File: src/design/tet_pkg.sv
// ---------------------------------------------------------------------------
// tet_pkg
// Shared types and constants for the timed event table: table geometry,
// field widths, action and result codes, slot entry and control structs.
// ---------------------------------------------------------------------------
package tet_pkg;

    // Table geometry
    localparam int ENTRIES     = 32;
    localparam int IDX_W       = $clog2(ENTRIES);
    localparam int MAX_RESULTS = 32;
    localparam int CNT_W       = $clog2(MAX_RESULTS + 1);

    // Field widths
    localparam int ACT_W  = 3;
    localparam int KIND_W = 3;
    localparam int ID_W   = 32;
    localparam int TIME_W = 32;
    localparam int SESS_W = 32;
    localparam int CODE_W = 16;
    localparam int ARG_W  = 32;

    // Stream payload widths (packed fields rounded up to whole bytes)
    localparam int IN_DATA_W  = 144;
    localparam int OUT_FLD_W  = 1 + ID_W + SESS_W + CODE_W + ARG_W;
    localparam int OUT_DATA_W = 120;
    localparam int OUT_PAD_W  = OUT_DATA_W - OUT_FLD_W;

    localparam logic [IDX_W-1:0] LAST_IDX = IDX_W'(ENTRIES - 1);
    localparam logic [ID_W-1:0]  ID_NONE  = {ID_W{1'b1}};

    // Requested action
    typedef enum logic [ACT_W-1:0] {
        ACT_ENTER    = 3'd0,
        ACT_REM_ID   = 3'd1,
        ACT_REM_SESS = 3'd2,
        ACT_EXEC     = 3'd3,
        ACT_CHECK    = 3'd4
    } tet_action_t;

    // Result kind
    typedef enum logic [KIND_W-1:0] {
        KIND_ENTER   = 3'd0,
        KIND_REMOVED = 3'd1,
        KIND_FIRED   = 3'd2,
        KIND_NONE    = 3'd3,
        KIND_CHECK   = 3'd4
    } tet_kind_t;

    // Sequencer states
    typedef enum logic [1:0] {
        ST_IDLE,
        ST_SCAN,
        ST_FINISH
    } tet_state_t;

    // One table slot
    typedef struct packed {
        logic [ID_W-1:0]   id;
        logic [TIME_W-1:0] due;
        logic [SESS_W-1:0] session;
        logic [CODE_W-1:0] code;
        logic [ARG_W-1:0]  arg;
    } tet_entry_t;

    // Table access from the sequencer
    typedef struct packed {
        logic             wr_en;
        logic             clr_en;
        logic [IDX_W-1:0] idx;
        logic [IDX_W-1:0] rd_addr;
        tet_entry_t       wr_data;
    } tet_tbl_req_t;

    // Search key for the compare unit
    typedef struct packed {
        tet_action_t       op;
        logic [TIME_W-1:0] event_time;
        logic [SESS_W-1:0] session;
        logic [ID_W-1:0]   event_id;
    } tet_key_t;

endpackage

File: src/design/tet_cmp.sv
// ---------------------------------------------------------------------------
// tet_cmp
// Shared compare unit: picks the slot field and key for the current action
// and reports a match (equal for ids and sessions, at-or-before for time).
// ---------------------------------------------------------------------------
module tet_cmp (
    input  tet_pkg::tet_entry_t slot,
    input  tet_pkg::tet_key_t   key,
    output logic                match
);

    logic [31:0] opa;
    logic [31:0] opb;

    // Select operands for the action
    always_comb
    begin
        case (key.op)
            tet_pkg::ACT_REM_ID:
            begin
                opa = slot.id;
                opb = key.event_id;
            end
            tet_pkg::ACT_REM_SESS, tet_pkg::ACT_CHECK:
            begin
                opa = slot.session;
                opb = key.session;
            end
            tet_pkg::ACT_EXEC:
            begin
                opa = slot.due;
                opb = key.event_time;
            end
            default:
            begin
                opa = '0;
                opb = '0;
            end
        endcase
    end

    // Unsigned compare
    assign match = (key.op == tet_pkg::ACT_EXEC) ? (opa <= opb) : (opa == opb);

endmodule

File: config.mk
export PLATFORM = sky130hd
export DESIGN_NAME = tet_cmp
export DESIGN_NICKNAME = d
export VERILOG_FILES = /design/src/design/tet_pkg.sv /design/src/design/tet_cmp.sv
export SDC_FILE = /design/constraint.sdc
export NUM_CORES = 1
export LEC_CHECK = 0
export BUFFER_PORTS_ARGS = -buffer_cell sky130_fd_sc_hd__buf_2
export CORE_ASPECT_RATIO = 0.8
export CORE_MARGIN = 3
export CORE_UTILIZATION = 30
export DETAILED_ROUTE_END_ITERATION = 8
export PLACE_DENSITY = 0.73
export SLEW_MARGIN = 0
export SYNTH_ARGS = -nofsm -noshare
export SYNTH_HDL_FRONTEND = slang
export SYNTH_SLANG_ARGS = --single-unit
File: constraint.sdc
create_clock -name vclk -period 3.6
set_input_delay 0.18 -clock vclk [all_inputs]
set_output_delay 0.18 -clock vclk [all_outputs]
set_load 0.03 [all_outputs]
==> impl_metrics.csv, run 1 <==
group,metric,value,unit
global_routing,grt_max_degree,66,
sta,fin_ws,0.5687,ns
run_status,status,"finished clean",
layout,areaGrowthSynthToFinish,39.17,%
floorplanning,die_area,10010,um2
yosys,syn_inst,373,
sta,worst_hold_slack,1.278,ns
sta,slew_viol_final,0,
sta,tns,0,ns
global_routing,grt_pass1_vias,3220,
layout,fin_util,43.11,%
layout,n_sequential_cell,0,
floorplanning,die_y,90.09,um
drt,drt-initial-drc-count,267,
global_routing,antenna_found_initial,0,
global_routing,met1_usage,26.14,%
yosys,synth_warnings,0,
critical_path,crit_fanout,37,
layout,final.fill_count,854,
clock_network,postCtsSetupBuffers,0,
placement,dp_hpwl,7919,um
global_routing,grt_use_met3,1.952,%
layout,antennaDiodeCount,0,
drt,via_per_inst,5.355,
sta,worst_pin_slew,0.5823,ns
critical_path,criticalPathCategory,"input pin to primary output",
drt,via_count,3502,
critical_path,startpoint_type,"input pin",
sta,finalCritPeriodShare,84.20,%
layout,final_area,3690,um2
global_routing,overflow,0,
yosys,syn_nets,648,
power_and_ir_drop,ir_drop,60.44,uV
layout,ff_latch_area,0,um2
run,drv_cap,0,
yosys,yosysTopAreaCell,"mux2_2",
yosys,synth.cell_area,2651,um2
global_routing,grt.busiest_layer,"met2",
layout,drive_above_1_share,48.71,%
sta,final-hold-violation-count,0,
placement,gp_congestion,0.8625,
floorplanning,initial_core_util,30.98,%
drt,first_pass_iters,5,
sta,fmax,329.9,MHz
power_and_ir_drop,power_frac_comb,100.0,%
sta,setup_viol,0,
drt,ant_nets,0,
min_path,hold_path.class,"input pin to primary output",
drt,drc_errors,0,
power_and_ir_drop,p_per_area,124.5,nW/um2
yosys,synth_top_area_share,24.21,%
placement,place_ws,0.5360,ns
placement,portBuffers,196,
power_and_ir_drop,internal-power,0.0002345,W
layout,fin_nets,819,
clock_network,holdBufCountCts,0,
floorplanning,die_x,111.1,um
layout,clockBufferCount,0,
clock_network,cts_resized,0,
power_and_ir_drop,swShare,48.96,%
drt,wl_per_cell,14.65,um
power_and_ir_drop,p_clk_share,0,%
floorplanning,core_area,8558,um2
layout,mostFrequentLayoutCells,"196 x buf_2, 64 x a22oi_1, 57 x mux2_2",
drt,routed_wl,9582,um
critical_path,crit_required,3.42,ns
power_and_ir_drop,p_switching,0.0002249,W
global_routing,grt_usage,17.68,%
power_and_ir_drop,p_leak,1.742,nW
layout,multi_input_area,2484,um2
yosys,synthTopCellsByArea,"mux2_2 24%, a22oi_1 18%, ha_1 15%",
sta,maxSlewHeadroom,61.18,%
sta,rsz0062_at_grt,"false",
placement,placed_area,3690,um2
layout,final_common_cell,"buf_2",
global_routing,grt_util_met2,29.09,%
yosys,synth.yosys.seq_area_share,0,%
yosys,yosysUniqueCellTypes,29,
floorplanning,ioPinCount,244,
sta,period_minus_slack,3.031,ns
critical_path,arrival,2.85,ns
yosys,syn_avg_cell_area,7.108,um2
critical_path,endpoint_kind,"primary output",
global_routing,grt_pass1_wl,15370,um
floorplanning,rows,30,
power_and_ir_drop,seqPwrFrac,0,%
-- cells in the mapped netlist (all sizes together), types with 2 or more instances --
master   count
a22oi       64
nand3        4
o21ai       34
a21oi       45
nor2        33
mux2        64
buf         29
nand4        8
a2111oi      2
o31ai        2
nand2       36
clkbuf       6
ha          32
nor2b        2
a21o         2
nor4         2
-- metrics by stage --
step           total power (W)  cells
2_1_floorplan        0.0002817    373
3_3_place_gp         0.0004454    654
3_5_place_dp         0.0004591    654
4_1_cts              0.0004611    654
5_1_grt              0.0005208    654
6_report             0.0004594    654
-- per-layer routing --
metal  wire length (um)  share of wire [%]
met5                  0                  0
met4                 36               0.38
met3                687                7.2
met2               4297                 45
met1               4560                 48
-- power by group through the flow --
| stage | combinational, W | sequential, W | clock, W |
|---|---|---|---|
| 2_1_floorplan | 0.000282 | 0 | 0 |
| 3_3_place_gp | 0.000445 | 0 | 0 |
| 3_5_place_dp | 0.000459 | 0 | 0 |
| 4_1_cts | 0.000461 | 0 | 0 |
| 5_1_grt | 0.000521 | 0 | 0 |
| 6_report | 0.000459 | 0 | 0 |
-- kinds of logic (layout without fill, tap and decap cells) --
logic type               Yosys count  after routing  synth area share (%)
adder cells (fa/ha/maj)           32             32                 15.10
AO/OA/AOI/OAI                    154            154                 36.62
AND/OR/NAND/NOR                   88             88                 14.30
multiplexers                      64             64                 27.18
buffers and inverters             35            204                 6.796
-- worst max-delay path: stages --
cell,delay (ns)
buf_2,0.15
buf_12,0.22
mux2_2,0.36
a22oi_1,0.16
nor2_1,0.06
a21oi_1,0.27
ha_1,0.31
a21oi_1,0.13
o21ai_0,0.10
a221o_1,0.31
o31ai_1,0.24
a22o_1,0.16
buf_2,0.20
-- final cells by class --
class                      instances  share of cell area (%)
multi-input combinational        338                   67.31
timing repair buffer             204                   28.89
tap                              112                   3.798
-- worst paths after layout --
kind,start,depth (start not counted),endpoint
setup / recovery,key[97],13,match
hold / removal,slot[67],9,match
No activity file was read; power rests on OpenSTA's default activity.
==> inputs of run 2 (changes only) <==
--- a/config.mk
+++ b/config.mk
@@ -5,12 +5,12 @@
 export SDC_FILE = /design/constraint.sdc
 export NUM_CORES = 1
 export LEC_CHECK = 0
+export ABC_AREA = 1
 export BUFFER_PORTS_ARGS = -buffer_cell sky130_fd_sc_hd__buf_2
-export CORE_ASPECT_RATIO = 0.8
-export CORE_MARGIN = 3
-export CORE_UTILIZATION = 30
+export CORE_AREA = 3 3 94 96
 export DETAILED_ROUTE_END_ITERATION = 8
-export PLACE_DENSITY = 0.73
+export DIE_AREA = 0 0 97 99
+export PLACE_DENSITY = 0.71
 export SLEW_MARGIN = 0
 export SYNTH_ARGS = -nofsm -noshare
 export SYNTH_HDL_FRONTEND = slang
==> constraint.sdc (replaced) <==
create_clock -name vclk -period 2.95
set_input_delay 0.1475 -clock vclk [all_inputs]
set_output_delay 0.1475 -clock vclk [all_outputs]
set_load 0.03 [all_outputs]
==> run 2 against run 1 <==
Compared with the run above:
- cell area fell by 13%
- power rose by 4.5%
- setup slack got worse by 0.12 ns
- wire length fell by 25%
- sequential share of layout area did not move
- highest routed layer unchanged
==> impl_metrics.csv, run 2 <==
group,metric,value,unit
placement,portBuffers,196,
global_routing,grt.busiest_layer,"met2",
sta,final-hold-violation-count,0,
run_status,status,"finished clean",
placement,placed_area,3199,um2
critical_path,criticalPathCategory,"input pin to primary output",
sta,period_minus_slack,2.499,ns
floorplanning,ioPinCount,244,
layout,clockBufferCount,0,
sta,tns,0,ns
drt,ant_nets,0,
floorplanning,die_x,97,um
drt,drc_errors,0,
power_and_ir_drop,internal-power,0.0002362,W
layout,ff_latch_area,0,um2
layout,final_area,3199,um2
layout,drive_above_1_share,45.40,%
clock_network,holdBufCountCts,0,
sta,worst_pin_slew,0.4027,ns
power_and_ir_drop,p_switching,0.0002440,W
layout,mostFrequentLayoutCells,"196 x buf_2, 73 x inv_1, 46 x nor2_1",
global_routing,grt_util_met2,26.43,%
layout,antennaDiodeCount,0,
yosys,syn_inst,329,
drt,drt-initial-drc-count,53,
critical_path,startpoint_type,"input pin",
drt,routed_wl,7223,um
sta,fmax,400.1,MHz
floorplanning,die_y,99,um
global_routing,grt_pass1_vias,2773,
layout,fin_util,39.33,%
min_path,hold_path.class,"input pin to primary output",
placement,dp_hpwl,6227,um
critical_path,crit_fanout,64,
yosys,syn_avg_cell_area,6.420,um2
power_and_ir_drop,p_leak,1.872,nW
critical_path,endpoint_kind,"primary output",
yosys,yosysTopAreaCell,"a221oi_2",
yosys,netlist_top_cells_count,"73 x inv_1, 46 x nor2_1, 37 x nand2_1, 32 x a22oi_1, 32 x ha_1",
sta,maxSlewHeadroom,73.15,%
global_routing,antenna_found_initial,0,
global_routing,met1_usage,16.46,%
drt,via_count,2843,
floorplanning,die_area,9603,um2
global_routing,grt_pass1_wl,11700,um
critical_path,arrival,2.35,ns
yosys,synth.yosys.seq_area_share,0,%
global_routing,overflow,0,
yosys,synth.cell_area,2112,um2
yosys,synthTopCellsByArea,"a221oi_2 20%, ha_1 19%, inv_1 13%",
power_and_ir_drop,power_frac_comb,100.0,%
layout,n_sequential_cell,0,
floorplanning,rows,33,
drt,via_per_inst,4.615,
run,drv_cap,0,
power_and_ir_drop,seqPwrFrac,0,%
drt,first_pass_iters,4,
placement,gp_congestion,0.9270,
yosys,yosysMostFrequentCell,"inv_1",
critical_path,crit_required,2.80,ns
sta,finalCritPeriodShare,84.72,%
power_and_ir_drop,p_per_area,150.1,nW/um2
layout,areaGrowthSynthToFinish,51.48,%
clock_network,cts_resized,0,
power_and_ir_drop,p_clk_share,0,%
floorplanning,initial_core_util,25.97,%
sta,slew_viol_final,0,
global_routing,grt_max_degree,65,
power_and_ir_drop,ir_drop,55.71,uV
yosys,synth_top_area_share,19.91,%
layout,fin_nets,788,
yosys,syn_nets,604,
sta,setup_viol,0,
global_routing,grt_use_met3,2.477,%
drt,wl_per_cell,11.73,um
power_and_ir_drop,swShare,50.81,%
global_routing,grt_usage,13.71,%
floorplanning,core_area,8134,um2
yosys,yosysUniqueCellTypes,21,
yosys,synth_warnings,0,
sta,rsz0062_at_grt,"false",
layout,final_common_cell,"buf_2",
clock_network,postCtsSetupBuffers,0,
## run 2: cell count changes after synthesis, sizes merged, moves of 12 or more
cell and delta:
a22oi -32, inv +73, buf -12, a21oi -32, mux2 -64, nor2 +13
a221oi +32
## run 2: kinds of logic after synthesis
logic type / share of synthesized area (%)
buf+inv: 18.36
fa+ha+maj: 18.96
compound gates: 45.08
simple gates: 17.59
## run 2: cell type report
type | count | area (um2)
fill | 875 | 4935
inverter | 73 | 274.0
multi-input combinational | 237 | 1738
tap | 105 | 131.4
timing repair buffer | 201 | 1056
## run 2: per-layer routing
| metal | part of all wire (%) | wire (um) |
|---|---|---|
| met3 | 8.9 | 642 |
| met1 | 40 | 2925 |
| met4 | 0.24 | 17 |
| met5 | 0 | 0 |
| met2 | 50 | 3638 |
## run 2: worst max-delay path, cell delays in order
cell,delay (ns)
buf_2,0.13
inv_1,0.11
nor2_1,0.08
o21ai_4,0.14
buf_12,0.26
nor2_1,0.08
a221oi_2,0.18
ha_1,0.28
nand2_1,0.07
inv_1,0.04
nand2_1,0.06
nand2_1,0.05
nand2_1,0.05
nand3_1,0.09
a21oi_1,0.23
nand2_1,0.08
nand2_1,0.05
buf_2,0.19
## run 2: through the flow
| step | setup WS (ns) | power, W | hold slack (ns) | instances |
|---|---|---|---|---|
| 2_1_floorplan | 0.8810 | 0.0002841 | 0.6958 | 329 |
| 3_3_place_gp | 0.4479 | 0.0004724 | 1.110 | 616 |
| 3_5_place_dp | 0.4151 | 0.0004849 | 1.121 | 616 |
| 4_1_cts | 0.4111 | 0.0004881 | 1.128 | 616 |
| 5_1_grt | 0.1947 | 0.0005573 | 1.166 | 616 |
| 6_report | 0.4507 | 0.0004801 | 1.110 | 616 |
## run 2: power by group through the flow
stage,clock network [W],registers [W],logic (W)
floorplan,0,0,0.000284
global placement,0,0,0.000472
detailed placement,0,0,0.000485
CTS,0,0,0.000488
global route,0,0,0.000557
finish,0,0,0.000480
## run 2: path summary, 6_finish.rpt
kind                start  endpoint  slack (ns)  cells past startpoint
setup / recovery  key[97]     match        0.45                     18
hold / removal    key[68]     match        1.11                      8
==> inputs of run 3 (changes only) <==
==> constraint.sdc (replaced) <==
create_clock -name vclk -period 2.4
set_input_delay 0.12 -clock vclk [all_inputs]
set_output_delay 0.12 -clock vclk [all_outputs]
set_load 0.03 [all_outputs]
==> run 3 against run 2 <==
Compared with the run above:
- highest routed layer unchanged
- utilization increased by 5.8 points
- clock-buffer cell count unchanged
- sequential share of layout area unchanged
- via count increased by 7.7%
- flip-flop and latch count unchanged
- global-route usage increased by 1.2 points
- power increased by 50%
- cell count increased by 4.2%
==> impl_metrics.csv, run 3 (same netlist as run 2, synthesis figures left out) <==
group,metric,value,unit
sta,tns,0,ns
sta,worst_pin_slew,0.2740,ns
critical_path,critical-path-slowest-cell,"ha_1",
layout,mostFrequentLayoutCells,"192 x buf_2, 71 x inv_1, 42 x nor2_1",
global_routing,overflow,0,
run,drv_cap,0,
floorplanning,die_x,97,um
placement,dp_cells,626,
sta,fmax,419.4,MHz
sta,slew_viol_final,0,
layout,clockBufferCount,0,
floorplanning,ioPinCount,244,
critical_path,crit_fanout,14,
run_status,status,"finished clean",
layout,drive_above_1_share,50.47,%
sta,period_minus_slack,2.384,ns
global_routing,grt_max_degree,28,
sta,maxSlewHeadroom,81.73,%
global_routing,grt_usage,14.89,%
min_path,min_path_cells,8,
sta,rsz0062_at_grt,"true",
floorplanning,core_area,8134,um2
layout,ff_latch_area,0,um2
drt,via_count,3062,
drt,drc_errors,0,
floorplanning,die_area,9603,um2
drt,routed_wl,8499,um
layout,final_cells,642,
drt,wl_per_cell,13.24,um
critical_path,cp_slowest_stage_delay,0.31,ns
critical_path,endpoint_kind,"primary output",
min_path,hold_path.class,"input pin to primary output",
floorplanning,initial_core_util,25.97,%
critical_path,startpoint_type,"input pin",
critical_path,arrival,2.26,ns
drt,ant_nets,0,
global_routing,grt_pass1_wl,12370,um
sta,finalCritPeriodShare,99.35,%
critical_path,crit_buf_inv,6,
drt,drt-initial-drc-count,59,
drt,via_per_inst,4.769,
floorplanning,rows,33,
power_and_ir_drop,finalPower,0.0007185,W
placement,portBuffers,196,
sta,worst_hold_slack,1.033,ns
power_and_ir_drop,p_per_area,195.7,nW/um2
clock_network,holdBufCountCts,0,
placement,dp_hpwl,6651,um
placement,gp_congestion,0.9785,
layout,final.fill_count,814,
critical_path,criticalPathCategory,"input pin to primary output",
layout,fin_nets,814,
critical_path,crit_required,2.28,ns
global_routing,antenna_found_initial,0,
power_and_ir_drop,ir_drop,75.71,uV
critical_path,cpMostUsedCell,"nand2_1",
critical_path,critical_path_depth,17,
global_routing,grt_pass1_vias,2904,
critical_path,cp_cell_sequence,"buf_4 > inv_4 > nor3_4 > buf_4 > buf_6 > buf_12 > a22oi_1 > o21ai_0 > ha_1 > nand2_1 > nor3_2 > nand2_1 > nand2_1 > nand2_1 > nand2_1 > nand2_1 > buf_6",
sta,final-hold-violation-count,0,
layout,n_sequential_cell,0,
layout,antennaDiodeCount,0,
floorplanning,die_y,99,um
layout,areaGrowthSynthToFinish,73.82,%
sta,setup_viol,0,
drt,first_pass_iters,4,
power_and_ir_drop,p_leak,2.101,nW
layout,final_common_cell,"buf_2",
critical_path,path_delay_family,"buffers and inverters",
## run 3: cell count changes in the layout (fill, tap and decap cells not counted), sizes merged
cell	before	now
bufbuf	0	3
buf	201	220
clkbuf	0	4
## run 3: path summary, 6_finish.rpt
path / startpoint / end / slack, ns
max: key[96] / match / 0.02
min: key[68] / match / 1.03
## run 3: power breakdown
part	internal, W	switching [W]
registers	0	0
clock network	0	0
logic	0.000380	0.000338
## run 3: metal layers
| layer | global-route usage, % | vias to the layer above | wire length (um) |
|---|---|---|---|
| met4 | 1.080 | 0 | 84 |
| met2 | 30.57 | 142 | 4464 |
| met3 | 2.619 | 8 | 650 |
| li1 | - | 1575 | - |
| met5 | 0 | - | 0 |
| met1 | 16.36 | 1337 | 3300 |
## run 3: tightest hold or removal path, stage by stage
cell and delay, ns:
buf_2 0.09, a221oi_2 0.05, ha_1 0.27, nand2_1 0.05
nor2_1 0.05, nand4_1 0.08, nand2_1 0.06, buf_6 0.14
## run 3: final cells by class
cell class         count  area [um2]  area share [%]
multi-input cells    237        1790           48.77
repair buffers       227        1470           40.05
inverters             73       279.0           7.601
well taps            105       131.4           3.579
## run 3: timing repair
action	4_1_cts	5_1_grt
pin swaps	2	14
resized for setup	10	19
buffers inserted	3	7
cloned	3	3
endpoints found under the setup margin	1	1
## run 3: through the flow
stage / cell area [um2] / util [%] / setup slack, ns
after floorplan: 2112 / - / 0.3860
after global placement: 3337 / 41.02 / -0.02541
after detailed placement: 3337 / 41.02 / -0.07300
after CTS: 3487 / 42.87 / 0.009416
after global routing: 3671 / 45.13 / -0.03192
final: 3671 / 45.13 / 0.01571
