<file path="src/design/tet_pkg.sv">
// ---------------------------------------------------------------------------
// tet_pkg
// Shared types and constants for the timed event table: table geometry,
// field widths, action and result codes, slot entry and control structs.
// ---------------------------------------------------------------------------
package tet_pkg;

    // Table geometry
    localparam int ENTRIES     = 32;
    localparam int IDX_W       = $clog2(ENTRIES);
    localparam int MAX_RESULTS = 32;
    localparam int CNT_W       = $clog2(MAX_RESULTS + 1);

    // Field widths
    localparam int ACT_W  = 3;
    localparam int KIND_W = 3;
    localparam int ID_W   = 32;
    localparam int TIME_W = 32;
    localparam int SESS_W = 32;
    localparam int CODE_W = 16;
    localparam int ARG_W  = 32;

    // Stream payload widths (packed fields rounded up to whole bytes)
    localparam int IN_DATA_W  = 144;
    localparam int OUT_FLD_W  = 1 + ID_W + SESS_W + CODE_W + ARG_W;
    localparam int OUT_DATA_W = 120;
    localparam int OUT_PAD_W  = OUT_DATA_W - OUT_FLD_W;

    localparam logic [IDX_W-1:0] LAST_IDX = IDX_W'(ENTRIES - 1);
    localparam logic [ID_W-1:0]  ID_NONE  = {ID_W{1'b1}};

    // Requested action
    typedef enum logic [ACT_W-1:0] {
        ACT_ENTER    = 3'd0,
        ACT_REM_ID   = 3'd1,
        ACT_REM_SESS = 3'd2,
        ACT_EXEC     = 3'd3,
        ACT_CHECK    = 3'd4
    } tet_action_t;

    // Result kind
    typedef enum logic [KIND_W-1:0] {
        KIND_ENTER   = 3'd0,
        KIND_REMOVED = 3'd1,
        KIND_FIRED   = 3'd2,
        KIND_NONE    = 3'd3,
        KIND_CHECK   = 3'd4
    } tet_kind_t;

    // Sequencer states
    typedef enum logic [1:0] {
        ST_IDLE,
        ST_SCAN,
        ST_FINISH
    } tet_state_t;

    // One table slot
    typedef struct packed {
        logic [ID_W-1:0]   id;
        logic [TIME_W-1:0] due;
        logic [SESS_W-1:0] session;
        logic [CODE_W-1:0] code;
        logic [ARG_W-1:0]  arg;
    } tet_entry_t;

    // Table access from the sequencer
    typedef struct packed {
        logic             wr_en;
        logic             clr_en;
        logic [IDX_W-1:0] idx;
        logic [IDX_W-1:0] rd_addr;
        tet_entry_t       wr_data;
    } tet_tbl_req_t;

    // Search key for the compare unit
    typedef struct packed {
        tet_action_t       op;
        logic [TIME_W-1:0] event_time;
        logic [SESS_W-1:0] session;
        logic [ID_W-1:0]   event_id;
    } tet_key_t;

endpackage

</file>
<file path="src/design/tet_ctrl.sv">
// ---------------------------------------------------------------------------
// tet_ctrl
// Sequencer: latches one transaction, walks the slots through the compare
// unit one per cycle except while execute holds back a fired result, updates
// the table, keeps the id counter and drives the registered result stream.
// ---------------------------------------------------------------------------
module tet_ctrl (
    input  logic                            clk,
    input  logic                            rst_n,
    // Request side
    input  logic                            s_tvalid,
    output logic                            s_tready,
    input  logic [tet_pkg::IN_DATA_W-1:0]   s_tdata,
    input  logic [tet_pkg::ACT_W-1:0]       s_tuser,
    // Result side
    output logic                            m_tvalid,
    input  logic                            m_tready,
    output logic [tet_pkg::OUT_DATA_W-1:0]  m_tdata,
    output logic [tet_pkg::KIND_W-1:0]      m_tuser,
    output logic                            m_tlast,
    // Table and compare unit
    output tet_pkg::tet_tbl_req_t           tbl_req,
    input  tet_pkg::tet_entry_t             rd_data,
    input  logic [tet_pkg::ENTRIES-1:0]     valid,
    output tet_pkg::tet_key_t               key,
    input  logic                            match
);

    tet_pkg::tet_state_t state_reg, state_next;

    logic [tet_pkg::IDX_W-1:0]  idx_reg, idx_next;
    tet_pkg::tet_action_t       op_reg, op_next;
    logic                       found_reg, found_next;
    logic                       pend_valid_reg, pend_valid_next;
    logic [tet_pkg::CNT_W-1:0]  fire_cnt_reg, fire_cnt_next;
    logic [tet_pkg::ID_W-1:0]   id_cnt_reg, id_cnt_next;
    logic                       out_valid_reg, out_valid_next;

    logic [tet_pkg::TIME_W-1:0] time_reg, time_next;
    logic [tet_pkg::SESS_W-1:0] sess_reg, sess_next;
    logic [tet_pkg::ID_W-1:0]   eid_reg, eid_next;
    logic [tet_pkg::CODE_W-1:0] code_reg, code_next;
    logic [tet_pkg::ARG_W-1:0]  arg_reg, arg_next;
    tet_pkg::tet_entry_t        pend_reg, pend_next;

    tet_pkg::tet_kind_t         out_kind_reg, out_kind_next;
    logic                       out_ok_reg, out_ok_next;
    logic [tet_pkg::ID_W-1:0]   out_id_reg, out_id_next;
    logic [tet_pkg::SESS_W-1:0] out_sess_reg, out_sess_next;
    logic [tet_pkg::CODE_W-1:0] out_code_reg, out_code_next;
    logic [tet_pkg::ARG_W-1:0]  out_arg_reg, out_arg_next;
    logic                       out_last_reg, out_last_next;

    logic                       act_known;
    logic                       can_emit;
    logic                       idx_last;
    logic                       slot_valid;
    logic                       step;
    logic                       leave;
    logic                       scan_done;
    logic [tet_pkg::ID_W-1:0]   new_id;

    assign act_known  = s_tuser inside {tet_pkg::ACT_ENTER, tet_pkg::ACT_REM_ID,
                                        tet_pkg::ACT_REM_SESS, tet_pkg::ACT_EXEC,
                                        tet_pkg::ACT_CHECK};
    assign can_emit   = !out_valid_reg || m_tready;
    assign idx_last   = (idx_reg == tet_pkg::LAST_IDX);
    assign slot_valid = valid[idx_reg];

    // Next id skips the all-ones value
    assign new_id = ((id_cnt_reg + 1'b1) == tet_pkg::ID_NONE) ? '0 : id_cnt_reg + 1'b1;

    assign key.op         = op_reg;
    assign key.event_time = time_reg;
    assign key.session    = sess_reg;
    assign key.event_id   = eid_reg;

    // Next state
    always_comb
    begin
        state_next = state_reg;
        case (state_reg)
            tet_pkg::ST_IDLE:
            begin
                if (s_tvalid && act_known)
                begin
                    state_next = tet_pkg::ST_SCAN;
                end
            end
            tet_pkg::ST_SCAN:
            begin
                if (scan_done)
                begin
                    state_next = tet_pkg::ST_FINISH;
                end
            end
            tet_pkg::ST_FINISH:
            begin
                if (can_emit)
                begin
                    state_next = tet_pkg::ST_IDLE;
                end
            end
            default:
            begin
                state_next = tet_pkg::ST_IDLE;
            end
        endcase
    end

    // Handshake outputs
    always_comb
    begin
        s_tready = (state_reg == tet_pkg::ST_IDLE);
        m_tvalid = out_valid_reg;
        m_tuser  = out_kind_reg;
        m_tlast  = out_last_reg;
        m_tdata  = {{tet_pkg::OUT_PAD_W{1'b0}}, out_arg_reg, out_code_reg,
                    out_sess_reg, out_id_reg, out_ok_reg};
    end

    // Scan datapath, table access and result register loading
    always_comb
    begin
        idx_next        = idx_reg;
        op_next         = op_reg;
        found_next      = found_reg;
        pend_valid_next = pend_valid_reg;
        fire_cnt_next   = fire_cnt_reg;
        id_cnt_next     = id_cnt_reg;
        time_next       = time_reg;
        sess_next       = sess_reg;
        eid_next        = eid_reg;
        code_next       = code_reg;
        arg_next        = arg_reg;
        pend_next       = pend_reg;

        out_valid_next  = out_valid_reg && !m_tready;
        out_kind_next   = out_kind_reg;
        out_ok_next     = out_ok_reg;
        out_id_next     = out_id_reg;
        out_sess_next   = out_sess_reg;
        out_code_next   = out_code_reg;
        out_arg_next    = out_arg_reg;
        out_last_next   = out_last_reg;

        tbl_req.wr_en           = 1'b0;
        tbl_req.clr_en          = 1'b0;
        tbl_req.idx             = idx_reg;
        tbl_req.rd_addr         = '0;
        tbl_req.wr_data.id      = new_id;
        tbl_req.wr_data.due     = time_reg;
        tbl_req.wr_data.session = sess_reg;
        tbl_req.wr_data.code    = code_reg;
        tbl_req.wr_data.arg     = arg_reg;

        step      = 1'b1;
        leave     = 1'b0;
        scan_done = 1'b0;

        case (state_reg)
            tet_pkg::ST_IDLE:
            begin
                // Latch the transaction, start at slot zero
                if (s_tvalid)
                begin
                    op_next         = tet_pkg::tet_action_t'(s_tuser);
                    time_next       = s_tdata[31:0];
                    sess_next       = s_tdata[63:32];
                    eid_next        = s_tdata[95:64];
                    code_next       = s_tdata[111:96];
                    arg_next        = s_tdata[143:112];
                    idx_next        = '0;
                    found_next      = 1'b0;
                    pend_valid_next = 1'b0;
                    fire_cnt_next   = '0;
                end
            end
            tet_pkg::ST_SCAN:
            begin
                case (op_reg)
                    tet_pkg::ACT_ENTER:
                    begin
                        // Take the lowest free slot
                        if (!slot_valid)
                        begin
                            tbl_req.wr_en = 1'b1;
                            id_cnt_next   = new_id;
                            found_next    = 1'b1;
                            leave         = 1'b1;
                        end
                    end
                    tet_pkg::ACT_REM_ID:
                    begin
                        // Drop the first matching id
                        if (slot_valid && match)
                        begin
                            tbl_req.clr_en = 1'b1;
                            found_next     = 1'b1;
                            leave          = 1'b1;
                        end
                    end
                    tet_pkg::ACT_REM_SESS:
                    begin
                        // Drop every entry of the session
                        if (slot_valid && match)
                        begin
                            tbl_req.clr_en = 1'b1;
                        end
                    end
                    tet_pkg::ACT_CHECK:
                    begin
                        if (slot_valid && match)
                        begin
                            found_next = 1'b1;
                            leave      = 1'b1;
                        end
                    end
                    tet_pkg::ACT_EXEC:
                    begin
                        // Hold one fired entry back so the final one can carry last
                        if (slot_valid && match)
                        begin
                            if (fire_cnt_reg == tet_pkg::CNT_W'(tet_pkg::MAX_RESULTS))
                            begin
                                leave = 1'b1;
                            end
                            else if (pend_valid_reg && !can_emit)
                            begin
                                step = 1'b0;
                            end
                            else
                            begin
                                if (pend_valid_reg)
                                begin
                                    out_valid_next = 1'b1;
                                    out_kind_next  = tet_pkg::KIND_FIRED;
                                    out_ok_next    = 1'b0;
                                    out_id_next    = pend_reg.id;
                                    out_sess_next  = pend_reg.session;
                                    out_code_next  = pend_reg.code;
                                    out_arg_next   = pend_reg.arg;
                                    out_last_next  = 1'b0;
                                end
                                pend_next       = rd_data;
                                pend_valid_next = 1'b1;
                                fire_cnt_next   = fire_cnt_reg + 1'b1;
                                tbl_req.clr_en  = 1'b1;
                            end
                        end
                    end
                    default:
                    begin
                        leave = 1'b1;
                    end
                endcase

                scan_done = step && (leave || idx_last);

                // Advance the slot pointer and prefetch the next entry
                if (step)
                begin
                    idx_next        = idx_reg + 1'b1;
                    tbl_req.rd_addr = idx_last ? '0 : idx_reg + 1'b1;
                end
                else
                begin
                    tbl_req.rd_addr = idx_reg;
                end
            end
            tet_pkg::ST_FINISH:
            begin
                // Load the closing result
                if (can_emit)
                begin
                    out_valid_next  = 1'b1;
                    out_ok_next     = 1'b0;
                    out_id_next     = tet_pkg::ID_NONE;
                    out_sess_next   = '0;
                    out_code_next   = '0;
                    out_arg_next    = '0;
                    out_last_next   = 1'b1;
                    pend_valid_next = 1'b0;
                    case (op_reg)
                        tet_pkg::ACT_ENTER:
                        begin
                            out_kind_next = tet_pkg::KIND_ENTER;
                            out_ok_next   = found_reg;
                            out_id_next   = found_reg ? id_cnt_reg : tet_pkg::ID_NONE;
                        end
                        tet_pkg::ACT_CHECK:
                        begin
                            out_kind_next = tet_pkg::KIND_CHECK;
                            out_ok_next   = found_reg;
                        end
                        tet_pkg::ACT_EXEC:
                        begin
                            if (pend_valid_reg)
                            begin
                                out_kind_next = tet_pkg::KIND_FIRED;
                                out_id_next   = pend_reg.id;
                                out_sess_next = pend_reg.session;
                                out_code_next = pend_reg.code;
                                out_arg_next  = pend_reg.arg;
                            end
                            else
                            begin
                                out_kind_next = tet_pkg::KIND_NONE;
                            end
                        end
                        default:
                        begin
                            out_kind_next = tet_pkg::KIND_REMOVED;
                        end
                    endcase
                end
            end
            default:
            begin
                idx_next = '0;
            end
        endcase
    end

    // Control registers
    always_ff @(posedge clk or negedge rst_n)
    begin
        if (!rst_n)
        begin
            state_reg      <= tet_pkg::ST_IDLE;
            idx_reg        <= '0;
            op_reg         <= tet_pkg::ACT_ENTER;
            found_reg      <= 1'b0;
            pend_valid_reg <= 1'b0;
            fire_cnt_reg   <= '0;
            id_cnt_reg     <= '0;
            out_valid_reg  <= 1'b0;
        end
        else
        begin
            state_reg      <= state_next;
            idx_reg        <= idx_next;
            op_reg         <= op_next;
            found_reg      <= found_next;
            pend_valid_reg <= pend_valid_next;
            fire_cnt_reg   <= fire_cnt_next;
            id_cnt_reg     <= id_cnt_next;
            out_valid_reg  <= out_valid_next;
        end
    end

    // Payload registers
    always_ff @(posedge clk)
    begin
        time_reg     <= time_next;
        sess_reg     <= sess_next;
        eid_reg      <= eid_next;
        code_reg     <= code_next;
        arg_reg      <= arg_next;
        pend_reg     <= pend_next;
        out_kind_reg <= out_kind_next;
        out_ok_reg   <= out_ok_next;
        out_id_reg   <= out_id_next;
        out_sess_reg <= out_sess_next;
        out_code_reg <= out_code_next;
        out_arg_reg  <= out_arg_next;
        out_last_reg <= out_last_next;
    end

endmodule

</file>
<file path="config.mk">
export PLATFORM = sky130hd
export DESIGN_NAME = tet_ctrl
export DESIGN_NICKNAME = d
export VERILOG_FILES = /design/src/design/tet_pkg.sv /design/src/design/tet_ctrl.sv
export SDC_FILE = /design/constraint.sdc
export NUM_CORES = 1
export LEC_CHECK = 0
export ABC_AREA = 1
export BUFFER_PORTS_ARGS = -buffer_cell sky130_fd_sc_hd__buf_2
export CORE_AREA = 2 2 273 275
export DETAILED_ROUTE_END_ITERATION = 8
export DIE_AREA = 0 0 275 277
export GPL_ROUTABILITY_DRIVEN = 0
export SYNTH_ARGS = -nofsm -noshare
export SYNTH_HDL_FRONTEND = slang
export SYNTH_SLANG_ARGS = --single-unit
</file>
<file path="constraint.sdc">
create_clock -name clk -period 7.7 [get_ports clk]
set_input_delay 0.77 -clock clk [delete_from_list [all_inputs] [get_ports clk]]
set_output_delay 0.77 -clock clk [all_outputs]
set_load 0.01 [all_outputs]
</file>
==> results of run 1 <==
power breakdown:
part	internal (µW)	switching, µW	leakage (µW)
clock network	1420	1050	0.000833
logic	612	1610	0.00538
registers	3180	204	0.00415
total	5210	2860	0.0104
per-stage QoR:
step	worst slack, ps	hold slack (ps)	power [µW]	utilization, %
finish	2910	297.6	8069	31.64
CTS	2899	278.1	8179	31.55
global placement	3577	507.7	5657	29.23
detailed placement	3580	511.8	5682	29.23
global route	2597	285.3	8462	31.59
floorplan	920.1	474.0	4585	-
path summary, 6_finish.rpt:
| path | startpoint | to | slack, ps | depth (start not counted) |
|---|---|---|---|---|
| hold reg to reg | pend_valid_reg | pend_valid_reg | 520 | 2 |
| max in group asynchronous | rst_n | op_reg[2] | 6840 | 2 |
| min in group clk | rd_data[125] | pend_reg[125] | 330 | 1 |
| hold / removal | rst_n | id_cnt_reg[12] | 300 | 2 |
| setup reg to reg | idx_reg[1] | out_arg_reg[22] | 3810 | 12 |
| setup / recovery | id_cnt_reg[1] | tbl_req[130] | 2910 | 13 |
critical path: cells and delay by family (launching register included):
| family | cells | cell delay (ps) |
|---|---|---|
| simple gates | 8 | 1710 |
| buf+inv | 3 | 690 |
| flops | 1 | 480 |
| fa+ha+maj | 1 | 340 |
| xor+xnor | 1 | 180 |
cells in the mapped netlist (2+ instances only):
master,n
a21oi_1,10
a31oi_1,32
buf_2,10
buf_4,74
clkbuf_1,35
clkinv_1,2
dfrtp_1,51
edfxtp_1,373
ha_1,10
inv_1,208
inv_2,4
nand2_1,299
nand2_2,3
nand3_1,86
nand4_1,10
nor2_1,191
nor2_2,4
nor2_4,2
nor3_1,16
nor3_2,2
o21ai_0,78
o21ai_1,9
or2_2,5
xor2_1,5
placed cells by master, fill, tap and decap left out, drive strengths merged, types with 5 or more instances in the layout:
| cell type | synthesis | routed |
|---|---|---|
| conb | 1 | 7 |
| nor3 | 18 | 18 |
| dfrtp | 51 | 51 |
| o21ai | 87 | 87 |
| bufinv | 0 | 5 |
| nand4 | 11 | 11 |
| diode | 0 | 25 |
| a31oi | 32 | 32 |
| edfxtp | 373 | 373 |
| a21oi | 10 | 10 |
| ha | 10 | 10 |
| buf | 84 | 684 |
| nand2 | 302 | 302 |
| clkinv | 2 | 25 |
| nand3 | 88 | 88 |
| clkbuf | 35 | 59 |
| nor2 | 197 | 197 |
| xor2 | 5 | 5 |
| inv | 212 | 217 |
| or2 | 5 | 5 |
kinds of logic after synthesis:
family / Yosys count
AO/OA/AOI/OAI: 133
XOR/XNOR: 6
adder cells (fa/ha/maj): 10
buffers and inverters: 333
flip-flops: 424
other: 1
AND/OR/NAND/NOR: 625
per-layer routing:
| metal | vias up | global-route usage [%] | wire length (µm) |
|---|---|---|---|
| li1 | 6297 | - | - |
| met1 | 6534 | 19.90 | 25930 |
| met2 | 641 | 32.45 | 36630 |
| met3 | 158 | 5.515 | 6629 |
| met4 | 8 | 9.591 | 4544 |
| met5 | - | 0 | 57 |
final cells by class:
type	count	area, µm²	share of cell area (%)
antenna	25	62.56	0.2688
timing repair buffer	684	3473	14.92
tap	969	1212	5.209
inverter	214	808.3	3.473
clock buffer	59	1326	5.698
multi-input combinational	781	3537	15.20
sequential	424	12480	53.60
clock inverter	34	379.1	1.629
==> qor.csv, run 1 <==
stage,metric,value,unit
synth,Compound-Gate Fraction of Synth Area,4.086,%
floorplan,Die ar.,0.07618,mm²
final_layout,max reg flops,112,
final_layout,# nets final,2494,
synth,Post-synth ARST share,12.03,%
worst_setup_path,CP Capture Type,output port,
synth,mux contribution to synthesized area,0,%
placement,Cells after DPL,3072,
synth,Adder-Cell Fraction of Synth Area,0.7144,%
power,peak supply drop,0.2062,mV
timing,RSZ-0062 raised after global routing,false,
floorplan,Initial Util,23.81,%
final_layout,Final Instance Area,0.02328,mm²
synth,Yosys cell types,37,
floorplan,Die Y,277,µm
power,pwr dens,346.7,mW/mm²
timing,Slew @ Worst Pin,993.9,ps
final_layout,P&R area growth vs syn,32.90,%
clock_network,Hold Buf Count CTS,0,
worst_setup_path,Crit Path Max Fanout,34,
routing,Iteration-0 DRC Markers,1035,
timing,fin crit period,4790,ps
clock_network,worst skew pair latency,610,ps
min_path,type of the tightest min-delay check,input pin to async pin,
power,Pleak,0.01036,µW
placement,DP Area,0.02151,mm²
routing,WL final,73800,µm
placement,HPWL after detailed placement,57130,µm
worst_setup_path,CP cell instances,ha_1 -> nand2_2 -> nor2_4 -> nand2_2 -> xor2_1 -> nor2_1 -> nand3_1 -> nor3_1 -> nand3_2 -> buf_4 -> nand2_1 -> inv_1 -> buf_2,
routing,Post-route DRC,0,
global_route,initial antenna violation count,52,
clock_network,postcts setup bufs,0,
final_layout,Layout Cells excl Fill,3190,
run_status,outcome,"complete, no violations",
clock_network,H-tree Lvls,2,
synth,Syn Inst Count,1532,
clock_network,CTS Buffer Depth,3,
timing,max_slew headroom,33.74,%
floorplan,Site Rows,100,
clock_network,TritonCTS clock tree,done,
synth,mapped cell area,0.01751,mm²
synth,main combinational cell family by area after synthesis,simple AND/OR/NAND/NOR gates,
synth,XOR/XNOR share of the synthesized area,0.3000,%
timing,setup TNS,0,ps
worst_setup_path,"Req. time, crit path",6930,ps
synth,Post-synth top flop,edfxtp_1,
synth,"flops & latches, synth",424,
worst_setup_path,"most used cell, CP",nand2_2,
global_route,largest net degree at the start of global routing,81,
routing,WL/cell,23.13,µm
routing,DR vias,13640,
global_route,first-pass GRT wire length,98530,µm
clock_network,clock sink count,424,
timing,Finish-stage setup viols,0,
synth,dominant cells by area after synthesis,"edfxtp_1 (64%), dfrtp_1 (7.3%), nand2_1 (6.4%)",
flow_run,Max-Cap Viols,0,
synth,Syn Area/Cell,11.43,µm²
worst_setup_path,CP Data Arrival Time,4020,ps
global_route,GR Util All Layers,18.48,%
worst_setup_path,startpoint types,flop,
routing,first drt pass iteration count,5,
clock_network,CTS Buf Count,51,
final_layout,fill cell count,7615,
timing,worst clock skew,51.57,ps
clock_network,root buf cell,clkbuf_16,
synth,Ys Warns,0,
floorplan,IO Count,709,
worst_setup_path,"slowest stage cell, crit path",nand3_2,
synth,post-synthesis simple-gate area fraction,14.84,%
timing,FMAX,208.8,MHz
global_route,total congestion overflow,0,
timing,Final period util,62.21,%
synth,"Seq/Total Area, Yosys",71.24,%
worst_setup_path,CP Class,flop to output port,
routing,Detail Route Antenna Nets,0,
synth,top cell type's share of synthesized area,63.95,%
clock_network,clock-pin slew on the worst setup and hold paths,60,ps
clock_network,PostCTS Resize Cnt,0,
routing,vias per inst,4.275,
worst_setup_path,Slowest Stage Delay on Critical Path,600,ps
placement,IO Port Bufs,669,
floorplan,Core ar.,0.07357,mm²
synth,post-synth top area cell,edfxtp_1,
floorplan,DIE WIDTH,275,µm
timing,Slew Limit Fails,0,
synth,"EDFF count, synth",373,
final_layout,share of layout cells above drive strength 1,36.02,%
timing,Final Hold Vio Count,0,
global_route,number of global-route vias before repair,12830,
Note: power is estimated with default switching activity, not from simulation.
==> run 2, diff against run 1 <==
- ABC_AREA: 1 -> 0
- clock period: 7.7 -> 4.5 ns (I/O delays scaled with it)
==> run 2 against run 1 <==
  * Via count decreased by 3.6%
  * Total power increased by 61%
  * Area after synthesis decreased by 0.24%
  * Hold slack got worse by 250 ps
  * Largest cell class unchanged
  * Largest power group unchanged
==> qor.csv, run 2 <==
stage,metric,value,unit,change
synth,Post-synth top flop,edfxtp_1,,
final_layout,fill cell count,7303,,-4.1%
floorplan,Die Y,277,µm,unchanged
min_path,min-delay src,s_tdata[143],,
min_path,Hold Crit Depth,1,,
power,peak supply drop,0.3371,mV,+63%
global_route,total congestion overflow,0,,unchanged
synth,Post-synth top cells,"edfxtp_1 (373), a21oi_1 (119), and2_1 (88)",,
routing,Post-route DRC,0,,unchanged
routing,vias per inst,4.410,,+3.1%
synth,mapped cell area,0.01747,mm²,-0.24%
clock_network,CTS Buffer Depth,3,,unchanged
synth,dominant cells by area after synthesis,"edfxtp_1 (64%), dfrtp_1 (7.3%), a21oi_1 (3.4%)",,
timing,fin crit period,4267,ps,
final_layout,share of layout cells above drive strength 1,39.51,%,+3.5 points
worst_setup_path,FF-to-FF End,id_cnt_reg[26],,
worst_setup_path,FF-to-FF Start,id_cnt_reg[1],,
floorplan,Core ar.,0.07357,mm²,unchanged
timing,Finish-stage setup viols,0,,unchanged
routing,DR vias,13150,,-3.6%
clock_network,worst skew pair latency,600,ps,about the same
placement,HPWL after detailed placement,45500,µm,-20%
clock_network,clock sink count,424,,unchanged
routing,Iteration-0 DRC Markers,1199,,+16%
synth,Yosys cell types,61,,+65%
global_route,largest net degree at the start of global routing,98,,+21%
synth,Syn Area/Cell,14.01,µm²,+23%
timing,RSZ-0062 raised after global routing,false,,
timing,Slew @ Worst Pin,818.2,ps,-175.6 ps
timing,Slew Limit Fails,0,,unchanged
clock_network,root buf cell,clkbuf_16,,
min_path,type of the tightest min-delay check,input pin to flop,,
power,pwr dens,534.3,mW/mm²,+54%
synth,most frequent cell after synthesis,edfxtp_1,,
worst_setup_path,CP Data Arrival Time,3820,ps,-200 ps
final_layout,"commonest non-fill, non-tap cell in the layout",buf_2,,
synth,post-synth top area cell,edfxtp_1,,
global_route,first-pass GRT wire length,87130,µm,-12%
synth,Post-synth ARST share,12.03,%,unchanged
worst_setup_path,slack of the worst reg-to-reg path,1150,ps,-2660 ps
worst_setup_path,"Req. time, crit path",4050,ps,-2880 ps
timing,FMAX,234.3,MHz,
flow_run,Max-Cap Viols,0,,unchanged
worst_setup_path,Crit Path Max Fanout,24,,-29%
synth,top cell type's share of synthesized area,64.10,%,+0.15 points
floorplan,Die ar.,0.07618,mm²,unchanged
synth,Ys Warns,0,,unchanged
timing,Final period util,94.83,%,
final_layout,P&R area growth vs syn,39.35,%,
synth,Syn Inst Count,1247,,-19%
final_layout,# nets final,2308,,-7.5%
global_route,initial antenna violation count,21,,-60%
global_route,number of global-route vias before repair,13120,,+2.2%
routing,first drt pass iteration count,6,,+1
run_status,outcome,"complete, no violations",,
timing,Hold WS,42.88,ps,-254.7 ps
floorplan,IO Count,709,,unchanged
min_path,Hold Path Sink,arg_reg[31],,
floorplan,Initial Util,23.75,%,-0.056 points
power,Pleak,0.009842,µW,-5.0%
final_layout,area of the multi-input gates,0.004135,mm²,+17%
final_layout,most frequent cells in the layout,"buf_2 (669), edfxtp_1 (373), dlygate4sd3_1 (126)",,
clock_network,CTS Buf Count,49,,-3.9%
final_layout,max reg flops,112,,unchanged
clock_network,clock-pin slew on the worst setup and hold paths,60,ps,about the same
synth,"flops & latches, synth",424,,unchanged
worst_setup_path,CP Capture Type,output port,,
final_layout,register area,0.01248,mm²,about the same
clock_network,H-tree Lvls,2,,unchanged
routing,Detail Route Antenna Nets,0,,unchanged
worst_setup_path,CP Class,flop to output port,,
floorplan,DIE WIDTH,275,µm,unchanged
timing,max_slew headroom,45.45,%,+12 points
final_layout,final core occ,33.10,%,+1.5 points
routing,WL final,61200,µm,-17%
floorplan,Site Rows,100,,unchanged
clock_network,TritonCTS clock tree,done,,
worst_setup_path,worst r2r path cells,10,,-2
placement,IO Port Bufs,669,,unchanged
timing,worst clock skew,28.52,ps,-23.05 ps
global_route,GR Util All Layers,15.31,%,-3.2 points
timing,Final Hold Vio Count,0,,unchanged
synth,"EDFF count, synth",373,,unchanged
worst_setup_path,startpoint types,flop,,
timing,setup TNS,0,ps,unchanged
synth,"Seq/Total Area, Yosys",71.41,%,+0.17 points
routing,WL/cell,20.53,µm,-11%
[run 2: worst max path at each step]
stage	from	endpoint	slack (ps)	depth (start not counted)
5_1_grt	id_cnt_reg[6]	tbl_req[129]	30	9
3_5_place_dp	id_cnt_reg[0]	tbl_req[129]	560	10
3_3_place_gp	id_cnt_reg[1]	tbl_req[129]	650	10
2_1_floorplan	state_reg[0]	arg_reg[0]	300	4
4_1_cts	id_cnt_reg[1]	tbl_req[129]	30	10
6_report	id_cnt_reg[1]	tbl_req[129]	230	10
[run 2: repair_timing]
item                                    4_1_cts  5_1_grt
hold buffers                                126        0
gates resized for setup                       1        6
endpoints found under the setup margin        1       16
hold endpoints to repair                    138        0
buffers inserted                              0        0
[run 2: kinds of logic (layout without fill, tap and decap cells)]
kind of cell / count (synthesis) / count (layout) / share of synthesized area (%)
buf+inv: 162 / 916 / 5.363
xor+xnor: 34 / 34 / 1.704
other cells: 1 / 12 / 0.02146
mux: 29 / 29 / 1.740
simple gates: 377 / 377 / 11.87
flops: 424 / 424 / 71.41
compound gates: 210 / 210 / 7.175
fa+ha+maj: 10 / 10 / 0.7161
[run 2: area by class of cell]
type / count / area share (%)
repair buffers: 815 / 19.75
well taps: 969 / 4.979
clock inverters: 29 / 1.526
clock buffers: 59 / 5.231
inverters: 13 / 0.2210
multi-input cells: 667 / 16.98
diodes: 5 / 0.05139
flip-flops and latches: 424 / 51.25
[run 2: per-layer routing]
layer / wire, µm / track usage (%) / vias up
met2: 27590 / 23.35 / 675
met5: 23 / 0 / -
met4: 1599 / 4.948 / 4
li1: - / - / 5941
met1: 26550 / 20.89 / 6429
met3: 5438 / 4.318 / 96
[run 2: stage by stage]
step	cell area (µm²)	power [µW]	instances	setup slack, ps
3_3_place_gp	21400	8869	2762	647.7
4_1_cts	24310	13160	2976	26.69
5_1_grt	24350	13660	2981	26.45
3_5_place_dp	21400	8923	2762	564.6
2_1_floorplan	17510	7485	1253	296.3
6_report	24350	13010	2981	232.7
[run 2: power breakdown]
part           total, µW  switching (µW)  internal [µW]
sequential          5620             408           5210
clock               4070            1640           2430
combinational       3320            2170           1150
[run 2: critical path, cell delays in order, from the launching register on]
cell	delay [ps]
dfrtp_1	490
ha_4	280
and4_2	410
and3_1	330
nand3_1	160
xor2_1	210
nor4_2	310
o2111a_2	380
buf_4	300
o21ba_2	220
buf_2	140
==> run 3, diff against run 2 <==
- BUFFER_PORTS_ARGS: -buffer_cell sky130_fd_sc_hd__buf_2 -> not set
- CORE_AREA: 2 2 273 275 -> 2 2 279 281
- CTS_BUF_LIST: not set -> sky130_fd_sc_hd__clkbuf_8 sky130_fd_sc_hd__clkbuf_16
- DIE_AREA: 0 0 275 277 -> 0 0 281 283
- DONT_BUFFER_PORTS: not set -> 1
==> run 3 against run 2 <==
  * Non-clock buffer count fell by 528
  * Sequential power increased by 10%
  * Combinational power decreased by 33%
  * Critical endpoint unchanged
  * Largest cell class unchanged
  * Largest power group unchanged
==> qor.csv, run 3 (synthesis gave the netlist of run 2 again) <==
stage,metric,value,unit,change
run_status,outcome,"complete, no violations",,
global_route,GR Util All Layers,14.65,%,-0.66 points
clock_network,CTS Buf Count,50,,+2.0%
final_layout,P&R area growth vs syn,28.97,%,
final_layout,Layout Cells excl Fill,2530,,-15%
worst_setup_path,"Req. time, crit path",4050,ps,about the same
routing,met2 WL,26940,µm,-2.3%
floorplan,IO Count,709,,unchanged
timing,setup TNS,0,ps,unchanged
routing,Iteration-0 DRC Markers,857,,-29%
floorplan,DIE WIDTH,281,µm,+2.2%
routing,Met1 Wirelength,22950,µm,-14%
global_route,first-pass GRT wire length,83720,µm,-3.9%
timing,Final Hold Vio Count,0,,unchanged
floorplan,Die Y,283,µm,+2.2%
final_layout,max reg flops,112,,unchanged
timing,FMAX,236.7,MHz,+1.0%
floorplan,Core ar.,0.07670,mm²,+4.3%
power,Pleak,0.007783,µW,-21%
final_layout,Final Instance Area,0.02254,mm²,-7.4%
routing,Detail Route Antenna Nets,0,,unchanged
final_layout,most frequent cells in the layout,"edfxtp_1 (373), dlygate4sd3_1 (260), a21oi_1 (118)",,
routing,first drt pass iteration count,7,,+1
worst_setup_path,CP Class,flop to output port,,
timing,Slew @ Worst Pin,779.5,ps,-38.72 ps
clock_network,CTS Buffer Depth,3,,unchanged
routing,vias per inst,4.403,,-0.15%
timing,Final period util,93.87,%,-0.96 points
routing,highest metal used,met5,,
worst_setup_path,startpoint types,flop,,
clock_network,clock sink count,424,,unchanged
placement,DP Area,0.01821,mm²,-15%
routing,routed length on met3,9272,µm,+71%
flow_run,Max-Cap Viols,0,,unchanged
routing,WL/cell,24.04,µm,+17%
placement,IO Port Bufs,0,,-100%
timing,fin crit period,4224,ps,-43.17 ps
global_route,largest net degree at the start of global routing,113,,+15%
floorplan,Die ar.,0.07952,mm²,+4.4%
final_layout,"commonest non-fill, non-tap cell in the layout",edfxtp_1,,
floorplan,Initial Util,22.78,%,-0.97 points
timing,Finish-stage setup viols,0,,unchanged
clock_network,clock-pin slew on the worst setup and hold paths,60,ps,about the same
worst_setup_path,CP Data Arrival Time,3770,ps,-50 ps
placement,Cells after DPL,2170,,-21%
clock_network,TritonCTS clock tree,done,,
timing,Slew Limit Fails,0,,unchanged
timing,min setup slack post-route,275.9,ps,+43.17 ps
placement,HPWL after detailed placement,44470,µm,-2.3%
global_route,total congestion overflow,0,,unchanged
floorplan,Site Rows,102,,+2.0%
power,pwr dens,556.8,mW/mm²,+4.2%
global_route,initial antenna violation count,21,,unchanged
routing,WL final,60830,µm,-0.60%
power,peak supply drop,0.3876,mV,+15%
timing,RSZ-0062 raised after global routing,false,,
min_path,type of the tightest min-delay check,input pin to flop,,
timing,worst clock skew,16.57,ps,-11.95 ps
clock_network,H-tree Lvls,2,,unchanged
timing,max_slew headroom,47.93,%,+2.5 points
global_route,number of global-route vias before repair,11040,,-16%
worst_setup_path,CP Capture Type,output port,,
worst_setup_path,Crit Path Max Fanout,35,,+46%
final_layout,# nets final,1781,,-23%
final_layout,share of layout cells above drive strength 1,9.791,%,-30 points
placement,Place WS,797.0,ps,+232.4 ps
clock_network,worst skew pair latency,610,ps,about the same
routing,Post-route DRC,0,,unchanged
routing,DR vias,11140,,-15%
clock_network,root buf cell,clkbuf_16,,
run 3: final cells by class:
cell class,instances,area (µm²)
clock inverter,38,384.1
multi-input combinational,667,4115
antenna,9,22.52
inverter,13,53.80
tap,1040,1301
fill,7645,54170
sequential,424,12480
clock buffer,52,1279
timing repair buffer,287,2900
run 3: worst paths after layout:
check	start	endpoint	slack, ps	cells past startpoint
worst max-delay path	id_cnt_reg[6]	tbl_req[129]	280	9
worst min register to register	pend_reg[67]	out_sess_reg[19]	510	1
worst min-delay path	s_tvalid	found_reg	180	3
min in group asynchronous	rst_n	id_cnt_reg[13]	470	2
max in group asynchronous	rst_n	idx_reg[0]	3770	2
worst max register to register	id_cnt_reg[6]	id_cnt_reg[31]	970	10
run 3: repair_timing:
item	4_1_cts	5_1_grt
endpoints found under the hold margin	310	0
endpoints found under the setup margin	0	4
resized for setup	0	4
hold buffers	261	0
setup buffers	0	0
run 3: critical path, stage by stage, from the launching register on:
cell      delay [ps]
dfrtp_1          630
and4_1           410
nand4_2          300
buf_4            260
nor3_1           330
o221ai_1         160
nor4_1           270
o2111a_2         370
buf_12           220
o21ba_2          230
run 3: per-layer routing:
layer	track usage (%)	up-vias
met3	9.244	101
met5	1.587	-
met1	16.95	5498
met4	4.198	21
met2	22.14	636
li1	-	4884
run 3: per-stage QoR:
step           hold slack [ps]  total power, µW  util (%)
6_report                 179.2            12550     29.38
5_1_grt                  171.2            13140     29.36
4_1_cts                  140.7            12690     29.34
3_5_place_dp             159.1             8321     23.74
3_3_place_gp             158.5             8272     23.74
2_1_floorplan            154.4             7485         -
run 3: power breakdown:
part	switching (µW)	internal [µW]
combinational	1480	750
clock	1730	2370
sequential	972	5240
